### config.mk
export PLATFORM = sky130hd
export DESIGN_NAME = rc4_key_ram
export DESIGN_NICKNAME = d
export VERILOG_FILES = /design/src/rtl/core/rc4_pkg.sv /design/src/rtl/core/rc4_key_ram.sv
export SDC_FILE = /design/constraint.sdc
export NUM_CORES = 2
export LEC_CHECK = 0
export BUFFER_PORTS_ARGS = -buffer_cell sky130_fd_sc_hd__buf_2
export CAP_MARGIN = 0
export CORE_ASPECT_RATIO = 0.6
export CORE_UTILIZATION = 70
export CTS_BUF_LIST = sky130_fd_sc_hd__clkbuf_4
export CTS_CLUSTER_SIZE = 16
export DETAILED_ROUTE_END_ITERATION = 10
export GPL_ROUTABILITY_DRIVEN = 0
export HOLD_SLACK_MARGIN = 0.02
export PLACE_DENSITY_LB_ADDON = 0.1
export SKIP_CTS_REPAIR_TIMING = 1
export SKIP_LAST_GASP = 1
export SLEW_MARGIN = 20
export SYNTH_ARGS = -nofsm -noshare
export SYNTH_HDL_FRONTEND = slang
export SYNTH_SLANG_ARGS = --single-unit
### constraint.sdc
create_clock -name aclk -period 7.2 [get_ports aclk]
set_input_delay 0.72 -clock aclk [delete_from_list [all_inputs] [get_ports aclk]]
set_output_delay 0.72 -clock aclk [all_outputs]
set_load 0.1 [all_outputs]
### src/rtl/core/rc4_pkg.sv
// ---------------------------------------------------------------------------
// rc4 package
// shared constants, state encoding and interface structs of the rc4 block
// ---------------------------------------------------------------------------
package rc4_pkg;

    localparam int BYTE_W      = 8;
    localparam int SBOX_DEPTH  = 256;
    localparam int KEY_MAX_DEF = 256;

    localparam logic CMD_KEY  = 1'b0;
    localparam logic CMD_DATA = 1'b1;

    typedef enum logic [3:0] {
        ST_IDLE,
        ST_INIT,
        ST_K_RD_I,
        ST_K_RD_J,
        ST_K_WR_I,
        ST_K_WR_J,
        ST_D_RD_J,
        ST_D_WR_I,
        ST_D_WR_J,
        ST_D_KS,
        ST_D_PASS
    } state_t;

    typedef struct packed {
        logic              cmd;
        logic [BYTE_W-1:0] data_byte;
        logic              last_key;
    } in_req_t;

    typedef struct packed {
        logic [BYTE_W-1:0] out_byte;
        logic              unkeyed;
    } result_t;

    typedef struct packed {
        logic              we;
        logic [BYTE_W-1:0] waddr;
        logic [BYTE_W-1:0] wdata;
        logic              re;
        logic [BYTE_W-1:0] raddr;
    } sbox_req_t;

endpackage

### src/rtl/core/rc4_key_ram.sv
// ---------------------------------------------------------------------------
// rc4 key memory
// key byte store, one write and one registered read port
// ---------------------------------------------------------------------------
module rc4_key_ram #(
    parameter int KEY_MAX = rc4_pkg::KEY_MAX_DEF,
    parameter int ADDR_W  = (KEY_MAX > 1) ? $clog2(KEY_MAX) : 1
) (
    input  logic                           aclk,
    input  logic                           we,
    input  logic [ADDR_W-1:0]              waddr,
    input  logic [rc4_pkg::BYTE_W-1:0]     wdata,
    input  logic                           re,
    input  logic [ADDR_W-1:0]              raddr,
    output logic [rc4_pkg::BYTE_W-1:0]     rdata
);
    import rc4_pkg::*;

    logic [BYTE_W-1:0] mem [KEY_MAX];
    logic [BYTE_W-1:0] rdata_reg;

    always_ff @(posedge aclk) begin
        if (we) begin
            mem[waddr] <= wdata;
        end
        if (re) begin
            rdata_reg <= mem[raddr];
        end
    end

    assign rdata = rdata_reg;

endmodule

## Word-level counts from Yosys, hierarchy flattened

Memories as Yosys holds them, arrays and structs flattened. A register that Yosys moved wholly into a read port is not among the register bits.
Index checks and enable logic that the tools add are counted.

- Bits in registers: 0
- Bits in latches: 0
- RAM bits: 2048
- Memory bits (read-only): 0
- Input port bits: 27
- Memories kept: 1

- Add/sub/neg operators: 0
- $mul: 0
- Divide/modulo/power cells: 0
- Magnitude comparators: 0
- Equality and inequality tests: 0
- Shifts and indexed selects: 0
- Multiplexer cells: 2
- Bitwise logic cells: 0
- Reduce and logical (&&, ||, !) cells: 0

Memories:

| name | words | width | rd ports | clocked after Yosys merged registers in | write ports | RTL line | source |
|---|---|---|---|---|---|---|---|
| mem | 256 | 8 | 1 | 1 | 1 | rc4_key_ram.sv:19 | `logic [BYTE_W-1:0] mem [KEY_MAX];` |

Operator list:

| operator | number |
|---|---|
| $mux 1 | 2 |

## Logic depth before layout (Yosys ltp)

- Depth in word-level cells: 2
- Gate-level depth with buffers: 11

## Worst setup path before layout

OpenSTA, ideal clock, no wires.

- Kind: in2reg
- From: input raddr[0]
- To: register rdata_reg[2] (netlist: rdata[2]), read port of mem (data pin)
- Library setup time: 269 ps
- Data arrival time: 2527 ps
- Data required time: 6931 ps
- Slack: 4404 ps
- Stages on the path: 9
- Path buffers: 4
- Cell sequence: buf_6 > buf_12 > buf_8 > buf_2 > mux4_2 > a22oi_1 > a21oi_1 > nor4_1 > nor4_2

RTL lines:

| what | RTL line | source |
|---|---|---|
| start, declared | rc4_key_ram.sv:14 | `input logic [ADDR_W-1:0] raddr,` |
| end, declared | rc4_key_ram.sv:20 | `logic [BYTE_W-1:0] rdata_reg;` |

==> out/results.txt <==
Global Route Usage Sum - 35.00%
largest cells by area after synthesis - edfxtp_1 (78%), mux4_2 (13%), mux2i_1 (1.7%), nor2_1 (1.3%), a22oi_1 (1.3%)
#FFs+latches synth - 2056
critical path endpoint category - register
I/O pins - 35
syn avg cell area - 21.33 µm²
asr flop ratio synth - 0%
DR iter-0 viols - 6767
Synth warnings - 0
Syn Inst Count - 3733
RSZ-0062 raised after global routing - false
WL per Instance - 33.65 µm
fin cells - 5860
Final setup viols - 0
Die Width - 437.4 µm
Fill cells - 5887
WP data required - 8.19 ns
largest net degree at the start of global routing - 160
Combinational Power Share - 5.3%
Worst-Skew Late Latency - 1.32 ns
nets - 4084
most numerous cell in the Yosys netlist - edfxtp_1
Max Fclk - 289.2 MHz
Die ar. - 115200 µm²
Sw Share - 22.21%
first-pass GRT wire length - 284.2 mm
register area share after synthesis - 77.53%
I/O Buffers - 34
Worst Setup Slack post-DPL - 2.566 ns
Slew @ Worst Pin - 1.183 ns
TritonCTS Buffers - 445
DR pass1 iterations - 5
register area - 61740 µm²
Critical Path AT - 4.45 ns
PD cells - 266.0 nW/µm²
hold crit path type - in2reg
clock sinks - 2056
Multi-input gate area - 16600 µm²
Final HPWL DP - 118.2 mm
clk buf depth - 4
Clk pwr share - 37.4%
Design Area, Final - 86670 µm²
Rows - 95
total congestion overflow - 0
max reg flops - 2048
CTS root buffer - clkbuf_4
fin crit period - 3.458 ns
initial antenna violation count - 7
Top FF cell, synth - edfxtp_1
Placeable Area - 112300 µm²
FF-to-FF path depth - 5
placed insts - 5110
Switching Power - 0.005120 W
Area growth syn-to-layout - 8.836%
sequential share of power - 57.3%
outcome - completed
drt drc - 0
worst hold stages - 1
Final Cycle Share - 48.02%
antenna viol nets, final - 0
Fin Setup TNS - 0 ns
net count after synthesis - 3760
post-placement cell area - 81190 µm²
Via Count - 41.83k
die height - 263.3 µm
Slew Viols, Final - 0
Worst Skew - 0.07634 ns
worst rel slew slack - 20.40%
final hold vios - 0
top cell type's share of synthesized area - 77.53%
vias in the first global route - 41.62k
LEAKAGE - 27.15 nW
worst hold margin - 0.03976 ns
Post-Route WL - 197.2 mm
Initial Utilization - 70.90%
VDD IR max - 0.0002204 V
internal power of the cells - 0.01793 W
vias per inst - 7.138
worst setup margin - 3.742 ns
layout cells sized above 1 - 29.75%
max_cap viols - 0
cell area after synthesis - 79640 µm²
Yosys cell types - 54
synth cell count leaders - edfxtp_1 (2056), mux4_2 (454), nor2_1 (282)
clock-pin slew on the worst setup and hold paths - 0.07 ns
worst-path fanout max - 80
largest area contributor in the netlist - edfxtp_1
clock tree from TritonCTS - done
H-Tree Depth - 5
CP Class - in2reg
Post-synth EDFFs - 2056
CP Launch Type - input pin
-- metrics by stage --
step                      utilization [%]  total power (W)
after floorplan                         -          0.01414
after CTS                           77.09          0.02308
after global placement              72.21          0.01462
after detailed placement            72.28          0.01466
final                               77.16          0.02305
after global routing                77.15          0.02370
-- worst max-delay path: stages --
cell and delay [ns]:
buf_8 0.55, buf_12 0.55, mux4_2 0.60, a22oi_1 0.51
a21oi_1 0.15, nor4_1 0.98, nor4_1 0.15
-- worst paths after layout --
kind / from / to / slack (ns)
max: raddr[0] / rdata[1] / 3.74
min reg2reg: mem[208][6] / rdata[6] / 1.18
min: wdata[2] / mem[122][2] / 0.04
max reg2reg: mem[219][1] / rdata[1] / 4.20
-- metal layers --
layer	vias to the layer above	wire (µm)	part of all wire (%)	GRT usage (%)
li1	16600	-	-	-
met1	21470	74450	38	54.15
met2	3432	86640	44	47.77
met3	322	31220	16	12.06
met4	4	4838	2.5	11.44
met5	-	27	0.014	0
-- power groups by stage --
stage / registers (W) / logic [W] / clock network (W)
after floorplan: 0.0135 / 0.000641 / 0
after global placement: 0.0135 / 0.00115 / 0
after detailed placement: 0.0135 / 0.00119 / 0
after CTS: 0.0132 / 0.00119 / 0.00868
after global routing: 0.0132 / 0.00125 / 0.00924
final: 0.0132 / 0.00121 / 0.00863
-- layout make-up --
class,count,area share (%)
antenna,11,0.03176
clock buffer,673,5.829
clock inverter,63,0.4013
inverter,2,0.008662
multi-input combinational,1442,19.15
sequential,2056,71.23
tap,1503,2.170
timing repair buffer,110,1.177
-- cells by family (layout without fill, tap and decap cells) --
logic type / Yosys count / in the layout / synth area share [%]
compound gates: 385 / 385 / 3.416
buf+inv: 235 / 848 / 1.829
flops: 2056 / 2056 / 77.53
mux: 591 / 591 / 14.60
other cells: 0 / 11 / 0
simple gates: 466 / 466 / 2.625
-- layout by cell type, fill, tap and decap left out, types with 28 or more instances in the layout --
| cell type | count |
|---|---|
| mux4_2 | 454 |
| nor2_1 | 273 |
| buf_4 | 59 |
| o22ai_1 | 28 |
| o221ai_1 | 46 |
| clkbuf_4 | 673 |
| mux2i_1 | 134 |
| a22oi_1 | 133 |
| a21oi_1 | 96 |
| nor2b_1 | 28 |
| nand2_1 | 32 |
| edfxtp_1 | 2056 |
| clkinv_1 | 52 |
Note: power is estimated with default switching activity, not from simulation.
