$ cat config.mk
export PLATFORM = sky130hd
export DESIGN_NAME = rc4_sbox_ram
export DESIGN_NICKNAME = d
export VERILOG_FILES = /design/src/rtl/core/rc4_pkg.sv /design/src/rtl/core/rc4_sbox_ram.sv
export SDC_FILE = /design/constraint.sdc
export NUM_CORES = 2
export LEC_CHECK = 0
export BUFFER_PORTS_ARGS = -buffer_cell sky130_fd_sc_hd__buf_2
export CELL_PAD_IN_SITES_DETAIL_PLACEMENT = 1
export CELL_PAD_IN_SITES_GLOBAL_PLACEMENT = 2
export CORE_ASPECT_RATIO = 1.25
export CORE_MARGIN = 1.5
export CORE_UTILIZATION = 30
export DETAILED_ROUTE_END_ITERATION = 10
export GPL_TIMING_DRIVEN = 0
export PLACE_DENSITY = 0.48
export SLEW_MARGIN = 20
export SYNTH_ARGS = -nofsm -noshare
export SYNTH_HDL_FRONTEND = slang
export SYNTH_SLANG_ARGS = --single-unit
$ cat constraint.sdc
create_clock -name aclk -period 3.06 [get_ports aclk]
set_clock_uncertainty 0.1 [all_clocks]
set_input_delay 0.306 -clock aclk [delete_from_list [all_inputs] [get_ports aclk]]
set_output_delay 0.306 -clock aclk [all_outputs]
set_load 0.005 [all_outputs]
$ cat src/rtl/core/rc4_pkg.sv
// ---------------------------------------------------------------------------
// rc4 package
// shared constants, state encoding and interface structs of the rc4 block
// ---------------------------------------------------------------------------
package rc4_pkg;

    localparam int BYTE_W      = 8;
    localparam int SBOX_DEPTH  = 256;
    localparam int KEY_MAX_DEF = 256;

    localparam logic CMD_KEY  = 1'b0;
    localparam logic CMD_DATA = 1'b1;

    typedef enum logic [3:0] {
        ST_IDLE,
        ST_INIT,
        ST_K_RD_I,
        ST_K_RD_J,
        ST_K_WR_I,
        ST_K_WR_J,
        ST_D_RD_J,
        ST_D_WR_I,
        ST_D_WR_J,
        ST_D_KS,
        ST_D_PASS
    } state_t;

    typedef struct packed {
        logic              cmd;
        logic [BYTE_W-1:0] data_byte;
        logic              last_key;
    } in_req_t;

    typedef struct packed {
        logic [BYTE_W-1:0] out_byte;
        logic              unkeyed;
    } result_t;

    typedef struct packed {
        logic              we;
        logic [BYTE_W-1:0] waddr;
        logic [BYTE_W-1:0] wdata;
        logic              re;
        logic [BYTE_W-1:0] raddr;
    } sbox_req_t;

endpackage

$ cat src/rtl/core/rc4_sbox_ram.sv
// ---------------------------------------------------------------------------
// rc4 s-box memory
// 256 x 8 memory, one write and one registered read port
// ---------------------------------------------------------------------------
module rc4_sbox_ram (
    input  logic                                aclk,
    input  rc4_pkg::sbox_req_t                  req,
    output logic [rc4_pkg::BYTE_W-1:0]          rdata
);
    import rc4_pkg::*;

    logic [BYTE_W-1:0] mem [SBOX_DEPTH];
    logic [BYTE_W-1:0] rdata_reg;

    always_ff @(posedge aclk) begin
        if (req.we) begin
            mem[req.waddr] <= req.wdata;
        end
        if (req.re) begin
            rdata_reg <= mem[req.raddr];
        end
    end

    assign rdata = rdata_reg;

endmodule

# == Yosys cells after proc, flatten, opt, wreduce, memory -nomap -nowiden ==
# Memory sizes are Yosys's and may differ from the RTL's. A register that Yosys moved wholly into a read port is not among the register bits.
# Index checks and enable logic that the tools add are counted.
# word_totals
ramBits,2048
word_cells,3
mem_count,1
register_bits,0
output_inout_bits,8
in_bits,27
# op_classes
n_mux,2
# mem_list
name,words,width,rd,rd_clocked_by_memory_dff,write_ports,line_no,source
mem,256,8,1,1,1,rc4_sbox_ram.sv:12,logic [BYTE_W-1:0] mem [SBOX_DEPTH];
# ops
operator,n
$mux 1,2

# == Logic depth before layout (Yosys ltp) ==
# depth
ltp_word,2
mapped_depth,11
depth_no_buf,6

# == Worst setup path before layout ==
# No wires, ideal clock.
# synth_path
path_kind,input -> register
startpoint,input req[0] in the netlist's numbering
endpoint,"register rdata_reg[2] (netlist: rdata[2]), read port of mem, data pin"
t_arrival_ns,2.113
n_path_buf,4
setup_ns,0.269
required_ns,2.691
cell_stages,9
slack_ns,0.578
cell_sequence,buf_6 buf_12 buf_8 buf_2 mux4_2 a22oi_1 a21oi_1 nor4_1 nor4_2
# synth_lines
item,line_no,source
"start, declared",rc4_sbox_ram.sv:7,"input rc4_pkg::sbox_req_t req,"
"end, declared",rc4_sbox_ram.sv:13,logic [BYTE_W-1:0] rdata_reg;

==> results by group <==
Timing
  • Crit path time final: 3.22 ns
  • Slew headroom: 23.2%
  • Worst slew pin tran: 1.15 ns
  • Final hold violation count: 0
  • Final setup violating endpoints: 5
  • Peak Freq: 0.310 GHz
  • RSZ-0062 raised after global routing: false
  • Fin worst setup slack: -0.162 ns
  • Slew Limit Fails: 0
  • Final period util: 105%

Power
  • Clock network power share: 42.4%
  • Combinational power share: 6.4%
  • Power per Cell Area: 651 nW/µm²
  • Total power draw: 60.7 mW
  • Leakage: 28.4 nW
  • Peak VDD IR: 430 µV
  • Sw Ratio: 23.4%
  • Sequential power share: 51.2%
  • Switching Power: 14.2 mW
  • Internal Pwr Total: 46.5 mW

Setup path
  • Max FO, Critical Path: 10
  • Slowest CP cell: clkdlybuf4s15_2
  • Slowest Stage Delay on Critical Path: 0.56 ns
  • CP Class: primary input to flop
  • Crit-path leading delay family: buffers and inverters
  • Buf+Inv Stages, Crit Path: 4
  • CP cell instances: buf_2 -> buf_2 -> nor2b_1 -> clkdlybuf4s15_2 -> clkbuf_2 -> a22oi_1 -> a21oi_1 -> a22oi_2 -> nor4_4
  • CP endpoint kind: flop
  • Setup crit start kind: primary input
  • CP arrival: 3.71 ns
  • CP most frequent cell: buf_2
  • CP required: 3.54 ns

Yosys
  • Area contributors post-synth: edfxtp_1 (78%), mux4_2 (13%), mux2i_1 (1.7%)
  • Avg Synthesized Cell Area: 21.3 µm²
  • Part of the Yosys area used for sequential elements: 77.5%
  • Largest area contributor in the netlist: edfxtp_1
  • Synth Instances: 3733
  • Distinct cells, synth: 54
  • Yosys warnings: 0
  • EDFF count, synth: 2056
  • Commonest register cell after synthesis: edfxtp_1
  • Share of the synthesized area in the top cell type: 77.5%
  • Syn nets: 3760
  • Cell Area, Synth: 79600 µm²
  • Asr flop ratio synth: 0%
  • Synthesized flop and latch total: 2056

Global route
  • First-pass GRT wire length: 399 mm
  • Largest net degree at the start of global routing: 109
  • Remaining global-route overflow: 0
  • Tot GR Track Use: 22.1%
  • Initial antenna violation count: 23
  • Vias in the first global route: 42900

CTS
  • CTS Buffer Depth: 4
  • Clk sinks: 2056
  • CTS tree: built
  • Latest clock arrival within the worst-skew pair: 0.92 ns
  • # H-tree levels: 4
  • CTS root buf: clkbuf_16
  • Worst-path clk slew: 0.07 ns
  • CTS buffer count: 223

Min path
  • Hold Crit Class: primary input to flop

Status
  • Failing checks: setup timing
  • Status: complete, but fails checks

Detailed routing
  • Via/cell ratio: 5.23
  • Post-Route WL: 299 mm
  • DR pass1 iterations: 7
  • Iter 0 DRT Violations: 3956
  • Detail Route Antenna Nets: 0
  • Wire per inst: 38.6 µm
  • Drt drc: 0
  • Vias: 40500

Floorplan
  • Die Span X: 464 µm
  • Placement row count: 211
  • I/O pins: 35
  • Die height: 579 µm
  • Core Area: 264000 µm²
  • Die area: 269000 µm²
  • Starting Density: 30.1%

Place
  • Post-DP HPWL: 209 mm
  • Input/output buffers: 27
  • Routability cong.: 0.878

Final layout
  • Leading cell type in the layout, fill and taps excluded: edfxtp_1
  • Core Util, Final: 35.3%
  • Syn-to-layout area delta: 17.0%
  • Largest register FFs: 2048
  • Share of cells above drive strength 1: 26.8%
  • Nets: 4077
  • Most frequent cells in the layout: edfxtp_1 (2056), mux4_2 (454), nor2_1 (248), clkbuf_16 (224), mux2i_1 (134)

Job
  • Max Cap Violations: 0
==> path summary, 6_finish.rpt <==
kind,from,to,slack [ns],cells past startpoint
min,req[21],mem[189][6]$_DFFE_PP_,0.16,3
max reg2reg,mem[83][3]$_DFFE_PP_,rdata[3]$_DFFE_PP_,0.01,7
min reg2reg,mem[40][3]$_DFFE_PP_,rdata[3]$_DFFE_PP_,1.20,7
max,req[3],rdata[6]$_DFFE_PP_,-0.16,9
==> power groups by stage <==
stage / logic, mW / clock network [mW] / registers, mW
finish: 3.87 / 25.8 / 31.1
global route: 3.98 / 27.2 / 31.1
CTS: 3.93 / 26.3 / 31.1
detailed placement: 3.80 / 0 / 31.7
floorplan: 1.51 / 0 / 31.7
global placement: 3.58 / 0 / 31.8
==> cell type report <==
| class | count | area, µm² |
|---|---|---|
| plain buffers | 231 | 1680 |
| clock inverters | 121 | 906 |
| repair buffers | 94 | 1500 |
| diodes | 8 | 20.0 |
| inverters | 2 | 7.51 |
| fillers | 25500 | 171000 |
| multi-input cells | 1442 | 17200 |
| clock buffers | 274 | 5790 |
| well taps | 3514 | 4400 |
| flip-flops and latches | 2056 | 61700 |
==> cells in the mapped netlist, types with 13 or more instances <==
| library cell | n |
|---|---|
| nor3_1 | 22 |
| mux4_2 | 454 |
| nor2b_1 | 31 |
| nor4_1 | 24 |
| o22ai_1 | 28 |
| a211oi_1 | 16 |
| a22oi_1 | 133 |
| buf_2 | 31 |
| buf_4 | 27 |
| nand3_1 | 34 |
| buf_6 | 21 |
| nand2_1 | 33 |
| buf_8 | 13 |
| a221oi_1 | 13 |
| clkbuf_1 | 111 |
| mux2i_1 | 134 |
| a21oi_1 | 96 |
| edfxtp_1 | 2056 |
| buf_1 | 22 |
| o221ai_1 | 46 |
| nor2_1 | 282 |
==> through the flow <==
step	cells	hold slack, ns	instance area [µm²]	setup TNS, ns	setup slack, ns
floorplan	3733	0.305	79600	0	0.578
global placement	7274	0.547	84200	-6181.33	-3.76
detailed placement	7327	0.568	85700	-993.30	-2.33
CTS	7731	0.133	93100	-0.00398	-0.00398
global route	7739	0.175	93200	0	0.00449
finish	7742	0.163	93200	-0.392	-0.162
==> tightest hold or removal path, cell delays in order <==
cell and delay (ns):
buf_2 0.14, nand3_1 0.26, nor2_2 0.21
==> metal layers <==
metal / global-route usage (%) / share of wire [%] / up-vias
met5: 0 / 0.0040 / -
met4: 8.24 / 4.2 / 2
met3: 2.66 / 4.0 / 392
met2: 39.1 / 51 / 1097
met1: 27.8 / 41 / 22600
li1: - / - / 16400
==> repair_timing <==
| item | 4_1_cts | 5_1_grt |
|---|---|---|
| hold endpoints to repair | 613 | 0 |
| setup buffers | 2 | 3 |
| pin swaps | 4 | 2 |
| gates resized for setup | 141 | 32 |
| hold buffers | 9 | 0 |
| setup endpoints to repair | 32 | 185 |
==> kinds of logic after synthesis <==
| group | Yosys count | synth area share, % |
|---|---|---|
| flops | 2056 | 77.5 |
| simple gates | 466 | 2.63 |
| compound gates | 385 | 3.42 |
| mux | 591 | 14.6 |
| buf+inv | 235 | 1.83 |
Power figures use the tool's default switching activity.
