`config.mk`:
```
export PLATFORM = sky130hd
export DESIGN_NAME = rc4_engine
export DESIGN_NICKNAME = d
export VERILOG_FILES = /design/src/rtl/core/rc4_pkg.sv /design/src/rtl/core/rc4_engine.sv
export SDC_FILE = /design/constraint.sdc
export NUM_CORES = 1
export LEC_CHECK = 0
export BUFFER_PORTS_ARGS = -buffer_cell sky130_fd_sc_hd__buf_2
export CORE_MARGIN = 2
export CORE_UTILIZATION = 60
export DETAILED_ROUTE_END_ITERATION = 12
export GPL_TIMING_DRIVEN = 0
export PLACE_DENSITY = 0.86
export SYNTH_ARGS = -nofsm -noshare
export SYNTH_HDL_FRONTEND = slang
export SYNTH_SLANG_ARGS = --single-unit
```
`constraint.sdc`:
```
create_clock -name aclk -period 7.2 [get_ports aclk]
set_input_delay 1.44 -clock aclk [delete_from_list [all_inputs] [get_ports aclk]]
set_output_delay 1.44 -clock aclk [all_outputs]
set_load 0.05 [all_outputs]
```
`src/rtl/core/rc4_pkg.sv`:
```
// ---------------------------------------------------------------------------
// rc4 package
// shared constants, state encoding and interface structs of the rc4 block
// ---------------------------------------------------------------------------
package rc4_pkg;

    localparam int BYTE_W      = 8;
    localparam int SBOX_DEPTH  = 256;
    localparam int KEY_MAX_DEF = 256;

    localparam logic CMD_KEY  = 1'b0;
    localparam logic CMD_DATA = 1'b1;

    typedef enum logic [3:0] {
        ST_IDLE,
        ST_INIT,
        ST_K_RD_I,
        ST_K_RD_J,
        ST_K_WR_I,
        ST_K_WR_J,
        ST_D_RD_J,
        ST_D_WR_I,
        ST_D_WR_J,
        ST_D_KS,
        ST_D_PASS
    } state_t;

    typedef struct packed {
        logic              cmd;
        logic [BYTE_W-1:0] data_byte;
        logic              last_key;
    } in_req_t;

    typedef struct packed {
        logic [BYTE_W-1:0] out_byte;
        logic              unkeyed;
    } result_t;

    typedef struct packed {
        logic              we;
        logic [BYTE_W-1:0] waddr;
        logic [BYTE_W-1:0] wdata;
        logic              re;
        logic [BYTE_W-1:0] raddr;
    } sbox_req_t;

endpackage

```
`src/rtl/core/rc4_engine.sv`:
```
// ---------------------------------------------------------------------------
// rc4 engine
// sequencer for key storage, key scheduling and keystream generation
// ---------------------------------------------------------------------------
module rc4_engine #(
    parameter int KEY_MAX = rc4_pkg::KEY_MAX_DEF,
    parameter int KIDX_W  = (KEY_MAX > 1) ? $clog2(KEY_MAX) : 1
) (
    input  logic                           aclk,
    input  logic                           aresetn,
    input  logic                           in_valid,
    output logic                           in_ready,
    input  rc4_pkg::in_req_t               in_req,
    input  logic                           out_free,
    output logic                           res_valid,
    output rc4_pkg::result_t               res,
    output rc4_pkg::sbox_req_t             sbox_req,
    input  logic [rc4_pkg::BYTE_W-1:0]     sbox_rdata,
    output logic                           key_we,
    output logic [KIDX_W-1:0]              key_waddr,
    output logic [rc4_pkg::BYTE_W-1:0]     key_wdata,
    output logic                           key_re,
    output logic [KIDX_W-1:0]              key_raddr,
    input  logic [rc4_pkg::BYTE_W-1:0]     key_rdata
);
    import rc4_pkg::*;

    localparam int CNT_W = $clog2(KEY_MAX + 1);
    localparam logic [CNT_W-1:0] KEY_MAX_C = CNT_W'(KEY_MAX);
    localparam logic [BYTE_W-1:0] LAST_IDX = BYTE_W'(SBOX_DEPTH - 1);

    state_t            state_reg, state_next;
    logic [BYTE_W-1:0] i_reg, i_next;
    logic [BYTE_W-1:0] j_reg, j_next;
    logic [KIDX_W-1:0] kidx_reg, kidx_next;
    logic [CNT_W-1:0]  key_count_reg, key_count_next;
    logic              keyed_reg, keyed_next;
    logic [BYTE_W-1:0] byte_reg, byte_next;
    logic [BYTE_W-1:0] si_reg, si_next;
    logic [BYTE_W-1:0] t_reg, t_next;
    logic              fwd_reg, fwd_next;
    logic [CNT_W-1:0]  len_m1;
    logic [BYTE_W-1:0] j_new;

    always_ff @(posedge aclk) begin
        if (!aresetn) begin
            state_reg     <= ST_IDLE;
            i_reg         <= '0;
            j_reg         <= '0;
            key_count_reg <= '0;
            keyed_reg     <= 1'b0;
        end else begin
            state_reg     <= state_next;
            i_reg         <= i_next;
            j_reg         <= j_next;
            key_count_reg <= key_count_next;
            keyed_reg     <= keyed_next;
        end
    end

    always_ff @(posedge aclk) begin
        kidx_reg <= kidx_next;
        byte_reg <= byte_next;
        si_reg   <= si_next;
        t_reg    <= t_next;
        fwd_reg  <= fwd_next;
    end

    assign len_m1 = (key_count_reg == '0) ? '0 : key_count_reg - CNT_W'(1);

    always_comb begin
        state_next     = state_reg;
        i_next         = i_reg;
        j_next         = j_reg;
        kidx_next      = kidx_reg;
        key_count_next = key_count_reg;
        keyed_next     = keyed_reg;
        byte_next      = byte_reg;
        si_next        = si_reg;
        t_next         = t_reg;
        fwd_next       = fwd_reg;
        j_new          = j_reg;
        sbox_req       = '0;
        key_we         = 1'b0;
        key_waddr      = key_count_reg[KIDX_W-1:0];
        key_wdata      = in_req.data_byte;
        key_re         = 1'b0;
        key_raddr      = kidx_reg;
        res_valid      = 1'b0;
        res.out_byte   = byte_reg;
        res.unkeyed    = 1'b1;
        in_ready       = (state_reg == ST_IDLE);

        unique case (state_reg)
            ST_IDLE: begin
                if (in_valid) begin
                    byte_next = in_req.data_byte;
                    if (in_req.cmd == CMD_KEY) begin
                        if (key_count_reg < KEY_MAX_C) begin
                            key_we         = 1'b1;
                            key_count_next = key_count_reg + CNT_W'(1);
                        end
                        if (in_req.last_key) begin
                            i_next     = '0;
                            j_next     = '0;
                            state_next = ST_INIT;
                        end
                    end else if (keyed_reg) begin
                        i_next         = i_reg + BYTE_W'(1);
                        sbox_req.re    = 1'b1;
                        sbox_req.raddr = i_reg + BYTE_W'(1);
                        state_next     = ST_D_RD_J;
                    end else begin
                        state_next = ST_D_PASS;
                    end
                end
            end
            ST_INIT: begin
                sbox_req.we    = 1'b1;
                sbox_req.waddr = i_reg;
                sbox_req.wdata = i_reg;
                i_next         = i_reg + BYTE_W'(1);
                if (i_reg == LAST_IDX) begin
                    kidx_next  = '0;
                    state_next = ST_K_RD_I;
                end
            end
            ST_K_RD_I: begin
                sbox_req.re    = 1'b1;
                sbox_req.raddr = i_reg;
                key_re         = 1'b1;
                state_next     = ST_K_RD_J;
            end
            ST_K_RD_J: begin
                j_new          = j_reg + sbox_rdata + key_rdata;
                j_next         = j_new;
                si_next        = sbox_rdata;
                sbox_req.re    = 1'b1;
                sbox_req.raddr = j_new;
                state_next     = ST_K_WR_I;
            end
            ST_K_WR_I: begin
                sbox_req.we    = 1'b1;
                sbox_req.waddr = i_reg;
                sbox_req.wdata = sbox_rdata;
                state_next     = ST_K_WR_J;
            end
            ST_K_WR_J: begin
                sbox_req.we    = 1'b1;
                sbox_req.waddr = j_reg;
                sbox_req.wdata = si_reg;
                i_next         = i_reg + BYTE_W'(1);
                kidx_next      = (CNT_W'(kidx_reg) == len_m1) ? '0 : kidx_reg + KIDX_W'(1);
                if (i_reg == LAST_IDX) begin
                    j_next         = '0;
                    key_count_next = '0;
                    keyed_next     = 1'b1;
                    state_next     = ST_IDLE;
                end else begin
                    state_next = ST_K_RD_I;
                end
            end
            ST_D_RD_J: begin
                j_new          = j_reg + sbox_rdata;
                j_next         = j_new;
                si_next        = sbox_rdata;
                sbox_req.re    = 1'b1;
                sbox_req.raddr = j_new;
                state_next     = ST_D_WR_I;
            end
            ST_D_WR_I: begin
                sbox_req.we    = 1'b1;
                sbox_req.waddr = i_reg;
                sbox_req.wdata = sbox_rdata;
                t_next         = si_reg + sbox_rdata;
                state_next     = ST_D_WR_J;
            end
            ST_D_WR_J: begin
                // keystream read overlaps the second swap write
                sbox_req.we    = 1'b1;
                sbox_req.waddr = j_reg;
                sbox_req.wdata = si_reg;
                sbox_req.re    = 1'b1;
                sbox_req.raddr = t_reg;
                fwd_next       = (t_reg == j_reg);
                state_next     = ST_D_KS;
            end
            ST_D_KS: begin
                if (out_free) begin
                    res_valid    = 1'b1;
                    res.out_byte = byte_reg ^ (fwd_reg ? si_reg : sbox_rdata);
                    res.unkeyed  = 1'b0;
                    state_next   = ST_IDLE;
                end
            end
            ST_D_PASS: begin
                if (out_free) begin
                    res_valid  = 1'b1;
                    state_next = ST_IDLE;
                end
            end
            default: begin
                state_next = ST_IDLE;
            end
        endcase
    end

endmodule

```
## Word-level counts from Yosys, hierarchy flattened

Index checks and enable logic that the tools add are counted.

- Bits in registers: 63
- Output and inout port bits: 63
- Logic and storage cells: 99

- Add/subtract/negate cells: 7
- Order comparisons: 1
- Equal/unequal tests: 22
- Muxes and demuxes: 40
- Bitwise gates (word level): 1
- Reduce and logical (&&, ||, !) cells: 18

Operator list:

| cell | number |
|---|---|
| $mux 9 | 10 |
| $mux 8 | 9 |
| $pmux 17 s3 | 1 |
| $pmux 9 s5 | 1 |
| $pmux 4 s10 | 1 |
| $pmux 8 s2 | 2 |
| $pmux 8 s4 | 1 |
| $add 8x8->8 | 3 |
| $mux 4 | 6 |
| $pmux 9 s2 | 1 |
| $add 8x1->8 const B | 2 |
| $eq 4x3->1 const B | 4 |
| $eq 4x4->1 const B | 3 |
| $reduce_and 5->1 | 2 |
| $reduce_or 2->1 | 5 |
| $add 9x1->9 const B | 1 |
| $eq 8x9->1 | 1 |
| $logic_not 9->1 | 1 |
| $lt 9x9->1 const B | 1 |
| $sub 9x1->9 const B | 1 |
| $eq 4x2->1 const B | 2 |
| $eq 8x8->1 | 1 |
| $eq 8x8->1 const B | 1 |
| $ne 2x2->1 const B | 4 |
| other kinds (12) | 25 |

## Logic depth before layout (Yosys ltp)

Gate-level depths: netlist (run 1).

- Depth after elaboration: 5
- Gate-level depth with buffers: 13
- Gate-level depth less buffers: 13

## Worst setup path before layout (run 1)

No wires, ideal clock.

- Path kind: input to output
- Start point: in sbox_rdata[0] (netlist bit)
- End point: out sbox_req[7] (netlist bit)
- Arrival: 4229 ps
- Required time: 5760 ps
- Slack: 1531 ps
- Stages on the path: 13
- Cells stage by stage: ha_1 > fa_1 > a21o_1 > a21oi_1 > or4b_2 > nand3_1 > ha_1 > a21oi_1 > nand2_1 > o21ai_0 > mux2i_1 > o21bai_1 > nand3_1

RTL lines:

| what | RTL line | source |
|---|---|---|
| start, declared | rc4_engine.sv:18 | `input logic [rc4_pkg::BYTE_W-1:0] sbox_rdata,` |
| end, declared | rc4_engine.sv:17 | `output rc4_pkg::sbox_req_t sbox_req,` |

==> results of run 1 <==
## worst max path at each step
| stage | from | endpoint | slack (ns) | depth (start not counted) |
|---|---|---|---|---|
| floorplan | sbox_rdata[0] | sbox_req[7] | 1.53 | 13 |
| global placement | sbox_rdata[0] | sbox_req[7] | 1.18 | 15 |
| detailed placement | sbox_rdata[0] | sbox_req[7] | 1.04 | 15 |
| CTS | sbox_rdata[0] | sbox_req[7] | 1.02 | 15 |
| global route | sbox_rdata[0] | sbox_req[7] | 0.70 | 15 |
| finish | sbox_rdata[0] | sbox_req[7] | 1.02 | 15 |
## cell usage after synthesis (8+ instances only)
cell type  count
a211oi_1      13
a21oi_1       30
a222oi_1       9
a22o_1         8
and3_1         9
buf_4         18
clkbuf_1      20
dfxtp_1       30
edfxtp_1      33
ha_1          25
inv_1         29
mux2i_1       12
nand2_1       39
nand3_1       11
nand4_1       13
nor2_1        59
nor3_1        10
nor3b_1        8
o21ai_0       17
xnor2_1       32
xor2_1        19
## through the flow
| step | setup WS, ns | utilization [%] | std cells | hold slack (ns) | total power [mW] |
|---|---|---|---|---|---|
| final | 1.02 | 72.9 | 761 | 0.522 | 1.69 |
| after global placement | 1.18 | 70.1 | 745 | 0.498 | 1.31 |
| after global routing | 0.698 | 72.9 | 761 | 0.546 | 1.78 |
| after floorplan | 1.53 | - | 551 | 0.478 | 1.14 |
| after CTS | 1.02 | 72.9 | 761 | 0.517 | 1.68 |
| after detailed placement | 1.04 | 70.1 | 745 | 0.506 | 1.33 |
## metal layers
metal  wire (um)  GRT usage, %  vias up
li1            -             -     2216
met1        5200          36.3     2229
met2        6470          53.6      242
met3        1070          5.86       48
met4         487          14.0        0
met5           0             0        -
## power breakdown
group / internal, mW / total [mW] / switching (mW)
Sequential: 0.425 / 0.461 / 0.0365
Combinational: 0.270 / 0.877 / 0.606
Clock: 0.195 / 0.352 / 0.157
Total: 0.890 / 1.69 / 0.800
## cell type report
| type | count | area [um^2] | share of cell area (%) |
|---|---|---|---|
| well taps | 102 | 128 | 2.25 |
| flip-flops and latches | 63 | 1590 | 28.1 |
| clock buffers | 9 | 124 | 2.19 |
| plain buffers | 44 | 251 | 4.44 |
| inverters | 30 | 113 | 1.99 |
| repair buffers | 92 | 460 | 8.13 |
| clock inverters | 7 | 95.1 | 1.68 |
| multi-input cells | 414 | 2900 | 51.2 |
## worst max-delay path, cell delays in order
cell,delay (ns)
buf_2,0.14
ha_1,0.22
fa_1,0.25
a21o_1,0.14
a21oi_1,0.11
or4b_2,0.63
nand3_1,0.13
ha_1,0.29
a21oi_1,0.23
nand2_1,0.07
o21ai_0,0.38
mux2i_1,0.24
o21bai_1,0.09
nand3_1,0.13
buf_2,0.26
## logic make-up after synthesis
logic type | synth area share, %
AO/OA/AOI/OAI | 20.1
XOR/XNOR | 9.53
adder cells (fa/ha/maj) | 7.68
buffers and inverters | 7.50
flip-flops | 32.8
multiplexers | 2.47
AND/OR/NAND/NOR | 19.9
## layout by cell type (no fill, tap or decap), types with 9 or more instances in the layout
cell type | netlist | routed
nor2_1 | 59 | 59
nand2_1 | 39 | 39
clkbuf_1 | 20 | 20
buf_2 | 3 | 95
edfxtp_1 | 33 | 33
xor2_1 | 19 | 19
xnor2_1 | 32 | 32
nand3_1 | 11 | 11
a21oi_1 | 30 | 30
buf_4 | 18 | 18
mux2i_1 | 12 | 12
clkbuf_8 | 0 | 9
a211oi_1 | 13 | 13
nor3_1 | 10 | 10
dfxtp_1 | 30 | 30
o21ai_0 | 17 | 17
nand4_1 | 13 | 13
inv_1 | 29 | 29
a222oi_1 | 9 | 9
ha_1 | 25 | 25
and3_1 | 9 | 9
==> flow_metrics.py, run 1 <==
metrics = {
    "floorplan": {
        "fp-row-count": 32,
        "io_pins": 93,
        "core-area_um2": 7770,
        "die_width_um": 94.0,
        "dieArea_um2": 8830,
        "floorplan.initialDensity_pct": 62.5,
        "die_h_um": 94.0,
    },
    "timing": {
        "worst_pin_slew_ns": 1.27,
        "period_minus_slack_ns": 6.18,
        "setup_tns_ns": 0,
        "clock_skew_ns": 0.0102,
        "max_slew_margin_pct": 14.8,
        "finalCritPeriodShare_pct": 85.9,
        "finalSetupViolations": 0,
        "rsz0062_at_grt": "false",
        "timing.fmax_ghz": 0.162,
        "hold_violations": 0,
        "slew_violations": 0,
    },
    "clocking": {
        "post_cts_resized": 0,
        "cts_htree_levels": 3,
        "clkTransAtPathRegs_ns": 0.08,
        "numCtsBuffers": 9,
        "clock_latency_ns": 0.35,
        "ctsHoldBuffers": 0,
        "cts_tree": "done",
        "cts_sinks": 63,
        "post-cts-setup-buffer-count": 0,
        "clock_path_buffers": 2,
        "cts_root_buf": "clkbuf_8",
    },
    "grt": {
        "antenna_found_initial": 0,
        "grt_overflow": 0,
        "grt_pass1_vias": 4543,
        "grt_usage_pct": 30.7,
        "grt_max_degree": 13,
        "grt_pass1_wl_um": 21300,
    },
    "final_layout": {
        "synthToLayoutAreaGrowth_pct": 16.6,
        "largest_reg_flops": 9,
        "fin_nets": 712,
        "diodes": 0,
        "drive_above_1_share_pct": 22.2,
        "finalInstanceArea_um2": 5660,
        "fillers": 603,
    },
    "setup_path": {
        "criticalPathCategory": "primary input to output port",
        "cp_max_fo": 5,
        "start_kind": "primary input",
        "reg2reg_depth": 13,
        "cp.required_ns": 5.76,
        "end_kind": "output port",
        "ff2ff_setup_slack_ns": 3.61,
        "rr_startpoint": "j_reg[0]",
        "worst_r2r_endpoint": "j_reg[7]",
        "cp.arrival_ns": 4.74,
    },
    "detailed_routing": {
        "first_pass_iters": 6,
        "routedWlPerCell_um": 17.4,
        "drt_wl_total_um": 13200,
        "drc": 0,
        "postRouteAntennaNets": 0,
        "initialDrtViolationCount": 398,
        "via_count": 4735,
        "vias_per_cell": 6.22,
    },
    "synthesis": {
        "synth.distinct_cells": 70,
        "ys_warn_count": 0,
        "yosysTopAreaCell": "edfxtp_1",
        "yosys.area.top_type_share_pct": 20.4,
        "synthCells": 551,
        "synth_ff_type": "edfxtp_1",
        "yosysSeqAreaShare_pct": 32.8,
        "synth_nets": 609,
        "yosys-top-cells-area": "edfxtp_1 20%, dfxtp_1 12%, ha_1 6.4%",
        "synth_area_um2": 4860,
        "synthArstFlopShare_pct": 0,
        "synth_edf_count": 33,
        "ys_ff_latch": 63,
        "syn_avg_cell_area_um2": 8.82,
    },
    "place": {
        "dp_hpwl_um": 9960,
        "gp_congestion": 0.991,
        "port_buffers": 92,
        "postPlaceCellArea_um2": 5450,
    },
    "power_and_ir_drop": {
        "powerDensity_nw_per_um2": 298,
        "ir_worst_vdd_uv": 213,
        "leakage_nw": 2.43,
    },
    "flow_run": {
        "drv_cap": 0,
    },
    "hold_path": {
        "whs_path_depth": 2,
        "whs_endpoint": "j_reg[6]",
        "min_from": "j_reg[6]",
        "hold_class": "flip-flop to flip-flop",
    },
    "status": {
        "run_status": "finished, final reports clean",
    },
}
No activity file was read; power rests on OpenSTA's default activity.
==> run 2: changes to the inputs <==
--- a/config.mk
+++ b/config.mk
@@ -6,11 +6,13 @@
 export NUM_CORES = 1
 export LEC_CHECK = 0
 export BUFFER_PORTS_ARGS = -buffer_cell sky130_fd_sc_hd__buf_2
+export CELL_PAD_IN_SITES_DETAIL_PLACEMENT = 2
+export CELL_PAD_IN_SITES_GLOBAL_PLACEMENT = 2
 export CORE_MARGIN = 2
-export CORE_UTILIZATION = 60
+export CORE_UTILIZATION = 31
 export DETAILED_ROUTE_END_ITERATION = 12
 export GPL_TIMING_DRIVEN = 0
-export PLACE_DENSITY = 0.86
+export PLACE_DENSITY_LB_ADDON = 0.1
 export SYNTH_ARGS = -nofsm -noshare
 export SYNTH_HDL_FRONTEND = slang
 export SYNTH_SLANG_ARGS = --single-unit
==> constraint.sdc (replaced) <==
create_clock -name aclk -period 5.6 [get_ports aclk]
set_input_delay 1.12 -clock aclk [delete_from_list [all_inputs] [get_ports aclk]]
set_output_delay 1.12 -clock aclk [all_outputs]
set_load 0.05 [all_outputs]
==> flow_metrics.py, run 2 (synthesis results as in run 1) <==
metrics = {
    "clocking": {
        "clock_latency_ns": 0.34,
        "post_cts_resized": 2,
        "cts_tree": "done",
        "post-cts-setup-buffer-count": 0,
        "numCtsBuffers": 9,
        "clkTransAtPathRegs_ns": 0.06,
        "cts_sinks": 63,
        "ctsHoldBuffers": 0,
        "clock_path_buffers": 2,
        "cts_htree_levels": 3,
        "cts_root_buf": "clkbuf_16",
    },
    "final_layout": {
        "largest_reg_flops": 9,
        "area.sequential_um2": 1590,
        "synthToLayoutAreaGrowth_pct": 21.7,
        "mostFrequentLayoutCells": "94 x buf_2, 59 x nor2_1, 39 x nand2_1",
        "fillers": 1723,
        "drive_above_1_share_pct": 22.3,
        "post-route-util_pct": 38.7,
        "final_common_cell": "buf_2",
        "diodes": 0,
        "fin_nets": 712,
        "multi_input_area_um2": 2920,
    },
    "grt": {
        "grt_pass1_wl_um": 27300,
        "grt_usage_pct": 21.2,
        "antenna_found_initial": 1,
        "grt_max_degree": 12,
        "grt_overflow": 0,
        "grt_pass1_vias": 4987,
    },
    "detailed_routing": {
        "drt_wl_total_um": 17300,
        "via_count": 4652,
        "drc": 0,
        "first_pass_iters": 6,
        "postRouteAntennaNets": 0,
        "routedWlPerCell_um": 19.9,
        "initialDrtViolationCount": 199,
        "vias_per_cell": 5.35,
    },
    "power_and_ir_drop": {
        "total_power_mw": 2.38,
        "sequentialPowerShare_pct": 25.1,
        "combPwrFrac_pct": 49.6,
        "clkPwrFrac_pct": 25.3,
        "ir_worst_vdd_uv": 199,
        "p_int_mw": 1.29,
        "powerDensity_nw_per_um2": 403,
        "netSwitchingFraction_pct": 46.0,
        "switchingPower_mw": 1.10,
        "leakage_nw": 2.48,
    },
    "floorplan": {
        "dieArea_um2": 16700,
        "die_width_um": 129,
        "fp-row-count": 45,
        "io_pins": 93,
        "die_h_um": 129,
        "core-area_um2": 15300,
        "floorplan.initialDensity_pct": 31.8,
    },
    "setup_path": {
        "reg2reg_depth": 13,
        "cp.required_ns": 4.48,
        "end_kind": "output port",
        "criticalPathCategory": "primary input to output port",
        "cp.arrival_ns": 4.33,
        "rr_startpoint": "j_reg[0]",
        "cp_max_fo": 5,
        "start_kind": "primary input",
        "critPathLaunch": "sbox_rdata[0]",
    },
    "place": {
        "gp_congestion": 0.830,
        "dp_hpwl_um": 13200,
        "port_buffers": 92,
    },
    "timing": {
        "period_minus_slack_ns": 5.45,
        "finalSetupViolations": 0,
        "hold_violations": 0,
        "slew_violations": 0,
        "finalCritPeriodShare_pct": 97.4,
        "timing.fmax_ghz": 0.183,
        "rsz0062_at_grt": "false",
        "worst_pin_slew_ns": 1.12,
        "max_slew_margin_pct": 25.1,
        "clock_skew_ns": 0.00890,
    },
    "status": {
        "run_status": "finished, final reports clean",
    },
    "hold_path": {
        "whs_path_depth": 2,
        "min_from": "j_reg[0]",
        "hold_class": "flip-flop to flip-flop",
    },
    "flow_run": {
        "drv_cap": 0,
    },
}
==> run 2: cell types whose count changed in the layout (fill, tap and decap cells not counted), moves of 2 or more <==
cell	previous run	this run
clkbuf_16	0	9
clkbuf_8	9	0
clkinvlp_4	3	1
clkbuf_1	20	23
==> run 2: power groups by stage <==
stage          logic, mW  clock network, mW  registers (mW)
2_1_floorplan      0.864                  0           0.596
3_3_place_gp        1.14                  0           0.606
3_5_place_dp        1.17                  0           0.608
4_1_cts             1.18              0.616           0.599
5_1_grt             1.28              0.633           0.604
6_report            1.18              0.603           0.598
==> run 2: final timing paths <==
check | slack, ns | to
worst max register to register | 2.09 | j_reg[7]
worst min-delay path | 0.54 | j_reg[0]
worst min register to register | 0.54 | j_reg[0]
worst max-delay path | 0.15 | sbox_req[6]
==> run 2: stage by stage <==
stage	hold WS (ns)	cell area, um^2	std cells	setup WS, ns	TNS, ns
2_1_floorplan	0.478	4860	551	0.571	0
3_3_place_gp	0.533	5580	854	0.0485	0
3_5_place_dp	0.539	5580	854	-0.0453	-0.0795
4_1_cts	0.548	5890	870	0.0535	0
5_1_grt	0.569	5910	870	0.0315	0
6_report	0.540	5910	870	0.147	0
==> run 2: critical path: stages <==
cell	delay [ns]
buf_2	0.13
ha_1	0.25
fa_1	0.41
a21o_1	0.18
a21oi_2	0.20
or4b_2	0.15
nand3_1	0.21
ha_1	0.44
nand2b_1	0.10
or3_1	0.31
mux2i_1	0.18
a211oi_2	0.09
o2111ai_1	0.21
buf_2	0.32
==> run 2: final cells by class <==
cell class | count | area share [%]
flip-flops and latches | 63 | 26.9
plain buffers | 44 | 4.26
clock inverters | 4 | 1.21
multi-input cells | 414 | 49.4
clock buffers | 12 | 4.00
inverters | 30 | 1.91
repair buffers | 92 | 7.83
well taps | 211 | 4.47
==> run 2: metal layers <==
layer  wire length [um]  track usage, %  up-vias
li1                   -               -     2213
met1               8220            28.1     2324
met2               8310            36.0       99
met3                538            3.43       14
met4                199            5.63        2
met5                 16               0        -
